[src/rtl/cached_sorted_key_lookup_macros.svh]
// ----------------------------------------------------------------------------
// Assertion macros for the cached sorted key lookup
// Shorthand for clocked implication checks with an active-low reset.
// ----------------------------------------------------------------------------
`ifndef CACHED_SORTED_KEY_LOOKUP_MACROS_SVH
`define CACHED_SORTED_KEY_LOOKUP_MACROS_SVH

// Consequent must hold in the same cycle as the antecedent
`define CSK_ASSERT_SAME(lbl, clk, rst_n, ante, cons, msg) \
  lbl: assert property (@(posedge clk) disable iff (!(rst_n)) (ante) |-> (cons)) \
    else $error(msg);

// Consequent must hold in the cycle after the antecedent
`define CSK_ASSERT_NEXT(lbl, clk, rst_n, ante, cons, msg) \
  lbl: assert property (@(posedge clk) disable iff (!(rst_n)) (ante) |=> (cons)) \
    else $error(msg);

`endif

[src/rtl/csk_pkg.sv]
// ----------------------------------------------------------------------------
// csk_pkg
// Types and constants shared by the cached sorted key lookup modules.
// ----------------------------------------------------------------------------
package csk_pkg;

  localparam int KEY_W        = 32;
  localparam int ID_W         = 16;
  localparam int COUNT_W      = 13;
  localparam int LOAD_INDEX_W = 12;
  localparam int SLICE_W      = 6;

  localparam logic [KEY_W-1:0] KEY_VARIANT_BIT = 32'h8000_0000;
  localparam logic [KEY_W-1:0] SLICE_KEY_TAG   = 32'h4000_0000;
  localparam logic [KEY_W-1:0] CACHE_KEY_RESET = 32'hffff_ffff;
  localparam logic [7:0]       SCENE_NONE      = 8'hff;

  // Input item kind carried on the slave tuser
  typedef enum logic {
    FUNC_LOAD   = 1'b0,
    FUNC_LOOKUP = 1'b1
  } csk_func_e;

  // Register select, taken from paddr[2]
  typedef enum logic {
    REG_ENTRY_COUNT    = 1'b0,
    REG_VARIANT_SELECT = 1'b1
  } csk_reg_e;

  // Top-level sequencer
  typedef enum logic [2:0] {
    ST_IDLE,
    ST_CMP,
    ST_HIT,
    ST_SRCH,
    ST_INS,
    ST_POST,
    ST_RESP
  } csk_state_e;

  // Binary search unit phase
  typedef enum logic {
    PH_ISSUE,
    PH_CHECK
  } csk_phase_e;

  typedef struct packed {
    logic            found;
    logic [ID_W-1:0] id;
  } csk_outcome_t;

  typedef struct packed {
    logic cmp_en;
    logic ins_en;
  } csk_cache_ctrl_t;

  typedef struct packed {
    logic         hit;
    csk_outcome_t outcome;
  } csk_cache_stat_t;

  typedef struct packed {
    logic start;
    logic load_we;
  } csk_srch_ctrl_t;

  typedef struct packed {
    logic         done;
    csk_outcome_t outcome;
  } csk_srch_stat_t;

endpackage

[src/rtl/csk_cache.sv]
// ----------------------------------------------------------------------------
// csk_cache
// Fully associative key cache with first-in, first-out replacement.
// ----------------------------------------------------------------------------
module csk_cache #(
  parameter int CACHE_ENTRIES = 32
) (
  input  logic                         clk_i,
  input  logic                         rst_ni,
  input  csk_pkg::csk_cache_ctrl_t     ctrl_i,
  input  logic [csk_pkg::KEY_W-1:0]    key_i,
  input  csk_pkg::csk_outcome_t        ins_outcome_i,
  output csk_pkg::csk_cache_stat_t     stat_o
);

  import csk_pkg::*;

  localparam int CW = (CACHE_ENTRIES > 1) ? $clog2(CACHE_ENTRIES) : 1;

  logic [KEY_W-1:0]         keys_q [CACHE_ENTRIES];
  csk_outcome_t             ids_q  [CACHE_ENTRIES];
  logic [CACHE_ENTRIES-1:0] match_q;
  logic [CW-1:0]            ptr_q;
  logic [CW-1:0]            ptr_d;
  logic [ID_W:0]            sel;

  // Advance the replacement pointer with wrap
  always_comb begin
    if (ptr_q == CW'(CACHE_ENTRIES - 1)) begin
      ptr_d = '0;
    end else begin
      ptr_d = ptr_q + CW'(1);
    end
  end

  // Compare all entries, insert at the pointer
  always_ff @(posedge clk_i or negedge rst_ni) begin
    if (!rst_ni) begin
      for (int i = 0; i < CACHE_ENTRIES; i++) begin
        keys_q[i] <= CACHE_KEY_RESET;
        ids_q[i]  <= '0;
      end
      match_q <= '0;
      ptr_q   <= '0;
    end else begin
      if (ctrl_i.cmp_en) begin
        for (int i = 0; i < CACHE_ENTRIES; i++) begin
          match_q[i] <= (keys_q[i] == key_i);
        end
      end
      if (ctrl_i.ins_en) begin
        keys_q[ptr_q] <= key_i;
        ids_q[ptr_q]  <= ins_outcome_i;
        ptr_q         <= ptr_d;
      end
    end
  end

  // Select the hit entry; duplicate keys only occur among reset entries,
  // which all hold the same outcome, so an OR of the matches is exact
  always_comb begin
    sel = '0;
    for (int i = 0; i < CACHE_ENTRIES; i++) begin
      if (match_q[i]) begin
        sel = sel | ids_q[i];
      end
    end
  end

  assign stat_o.hit     = |match_q;
  assign stat_o.outcome = csk_outcome_t'(sel);

endmodule

[config.mk]
export PLATFORM = sky130hd
export DESIGN_NAME = csk_cache
export DESIGN_NICKNAME = d
export VERILOG_FILES = /design/src/rtl/cached_sorted_key_lookup_macros.svh /design/src/rtl/csk_pkg.sv /design/src/rtl/csk_cache.sv
export SDC_FILE = /design/constraint.sdc
export NUM_CORES = 2
export LEC_CHECK = 0
export BUFFER_PORTS_ARGS = -buffer_cell sky130_fd_sc_hd__clkbuf_2
export CAP_MARGIN = 15
export CORE_MARGIN = 3
export CORE_UTILIZATION = 50
export DETAILED_ROUTE_END_ITERATION = 6
export GPL_TIMING_DRIVEN = 0
export PLACE_DENSITY_LB_ADDON = 0.12
export SYNTH_ARGS = -nofsm -noshare
export SYNTH_HDL_FRONTEND = slang
export SYNTH_SLANG_ARGS = --single-unit
[constraint.sdc]
create_clock -name clk_i -period 2.4 [get_ports clk_i]
set_input_delay 0.12 -clock clk_i [delete_from_list [all_inputs] [get_ports clk_i]]
set_output_delay 0.12 -clock clk_i [all_outputs]
set_load 0.005 [all_outputs]
==> impl_metrics.tcl <==
set metrics [dict create \
    outcome "finished with violations" \
    failed_checks "DRC, hold timing, setup timing" \
    ant_nets 0 \
    yosysWarnings 0 \
    cp-end-kind "primary output" \
    p_total_mw 102 \
    critPathLaunchType "flop" \
    grt_pass1_vias 51500 \
    place_ws_ns -1.01 \
    cts_made_buffers 174 \
    portBuffers 38 \
    critical_path_required_ns 2.28 \
    std_cell_rows 142 \
    cts_hold_buf 18 \
    initial_utilization 0.504 \
    critPathKind "reg -> out" \
    antenna_found_initial 14 \
    worstMarginPinSlew_ns 1.32 \
    drc 2 \
    dieArea_mm2 0.156 \
    synth_top_family_by_area "multiplexers" \
    dp_hpwl_um 207000 \
    io_pins 71 \
    placed_area_mm2 0.0799 \
    yosys.area_share.simple 0.0412 \
    holdWs_ns -0.594 \
    synth_fa_ha_area_frac 0.000827 \
    final-hold-violation-count 136 \
    dr_total_vias 51900 \
    hold_path_class "in -> async" \
    cts_root_buffer "clkbuf_16" \
    skew_ns 0.0272 \
    synthTopCellsByCount "mux2_2 (1,537), dfstp_2 (1,024), dfrtp_1 (581)" \
    crit_chain "buf_8 -> buf_12 -> a22oi_2 -> nand4_1 -> or4_4 -> clkbuf_2" \
    critPathTopFamily "simple AND/OR/NAND/NOR gates" \
    synthMuxAreaShare 0.229 \
    synth_compound_area_frac 0.0337 \
    gp_congestion 0.912 \
    clk_pin_slew_ns 0.06 \
    setup_viol 89 \
    synthArstFlopShare 1.00 \
    grt_util_all_layers 0.392 \
    cp_max_fo 7 \
    synth-xor-area-share 0.118 \
    timing.fmax_ghz 0.348 \
    cts_tree "built" \
    cts_buffer_depth 3 \
    grt_max_degree 111 \
    design_area_mm2 0.0887 \
    wl_per_cell_um 38.2 \
    viasPerCell 6.41 \
    fin_util 0.592 \
    critPathBufInv 3 \
    dp_cells 7715 \
    fin_ws_ns -0.474 \
    synth_area_mm2 0.0756 \
    routed_wl_um 310000 \
    drv_cap 0 \
    drive_gt1_frac 0.579 \
    synth_cell_type_count 35 \
    synth_area_per_cell_um2 13.6 \
    netlist_instances 5579 \
    yosys.area.top_type "dfstp_2" \
    synthesis.nets 5637 \
    syn_to_final_growth_pct 17.3 \
    postSynthRegisterBits 1605 \
    slew_headroom 0.117 \
    p_per_area_mw_per_mm2 1150 \
    nNetsFinal 5995 \
    critPathSlowestCell "or4_4" \
    netlist_top_cells_area "dfstp_2 (36%), mux2_2 (23%), dfrtp_1 (19%)" \
    first_pass_iters 7 \
    clkLatencyLatePin_ns 0.82 \
    worst_ep_arrival_time_ns 2.75 \
    tns_ns -9.38 \
    fin_crit_sh 1.20 \
    cts_sinks 1605 \
    die_y_um 395 \
    drv_slew 0 \
    min_period_ns 2.87 \
    die_w_um 395 \
    synth_most_common_cell "mux2_2" \
    rsz0062_at_grt "true" \
    gr-total-overflow 0 \
    critical_path.max_stage_delay_ns 0.62 \
    synth_edf_count 0 \
    coreArea_mm2 0.150 \
    drtIter0Drc 5531 \
    grt_pass1_wl_um 423000 \
    leakage_nw 36.4 \
    fin_cells 8101 \
    htreeDepth 4 \
    ir_drop_v 0.000813 \
    netlist.area_leader.share 0.356 \
    ys.flop_type "dfstp_2" \
    synth_sequential_area_ratio 0.548 \
]
area by class of cell:
cell class | instances | area [µm²]
Fill cell | 12000 | 61200
Antenna cell | 6 | 15.0
Clock buffer | 263 | 5380
Timing Repair Buffer | 228 | 2810
Sequential cell | 1605 | 41500
Tap cell | 2016 | 2520
Multi-Input combinational cell | 3443 | 32900
Inverter | 14 | 52.6
Clock inverter | 55 | 668
Buffer | 471 | 2910
report_power, final:
| part | switching, mW | internal, mW |
|---|---|---|
| combinational | 10.6 | 13.2 |
| clock | 11.6 | 16.9 |
| sequential | 6.97 | 42.7 |
what timing repair did:
item,4_1_cts,5_1_grt
gates resized for setup,422,155
setup buffers,71,17
pin swaps,50,59
endpoints found under the setup margin,1075,434
cloned,1,0
hold endpoints to repair,230,90
layout by cell type (no fill, tap or decap), types with 130 or more instances in the layout:
| master | count |
|---|---|
| mux2_2 | 1537 |
| dfstp_2 | 1024 |
| dfrtp_1 | 556 |
| xnor2_1 | 518 |
| xor2_1 | 492 |
| nand4_1 | 226 |
| clkbuf_1 | 203 |
| clkbuf_16 | 199 |
| a22oi_1 | 186 |
| buf_2 | 130 |
cells by family after synthesis:
family                   Yosys count
AND/OR/NAND/NOR                  534
adder cells (fa/ha/maj)            5
buffers and inverters            531
AO/OA/AOI/OAI                    349
flip-flops                      1605
multiplexers                    1537
XOR/XNOR                        1018
worst reg2reg max path, stage by stage (launching register included):
cell	delay [ns]
dfrtp_1	0.42
buf_2	0.22
nor2_1	0.31
nand3_2	0.49
clkbuf_4	0.55
mux2_2	0.37
flip-flops by register name, summed over array words and instances, names as in the netlist:
name and cells:
ids_q 544, ptr_q 5, match_q 32, keys_q 1024
path summary, 6_finish.rpt:
kind / start / endpoint / slack (ns) / cells past startpoint
setup / recovery: match_q[20]$_DFFE_PN0P_ / stat_o[9] / -0.47 / 6
hold / removal: rst_ni / ids_q[426]$_DFFE_PN0P_ / -0.59 / 1
setup reg to reg: ptr_q[3]$_DFFE_PN0P_ / ids_q[513]$_DFFE_PN0P_ / -0.10 / 5
hold reg to reg: keys_q[495]$_DFFE_PN1P_ / keys_q[495]$_DFFE_PN1P_ / 0.49 / 2
max in group asynchronous: rst_ni / keys_q[207]$_DFFE_PN1P_ / 0.45 / 5
min in group clk_i: key_i[21] / match_q[10]$_DFFE_PN0P_ / 0.04 / 6
per-layer routing:
layer,up-vias,wire [µm],GRT usage
met5,-,57,0
met4,8,22600,0.232
met3,864,29300,0.0886
met2,2857,134000,0.579
met1,27700,124000,0.528
li1,20400,-,-
Note: power is estimated with default switching activity, not from simulation.
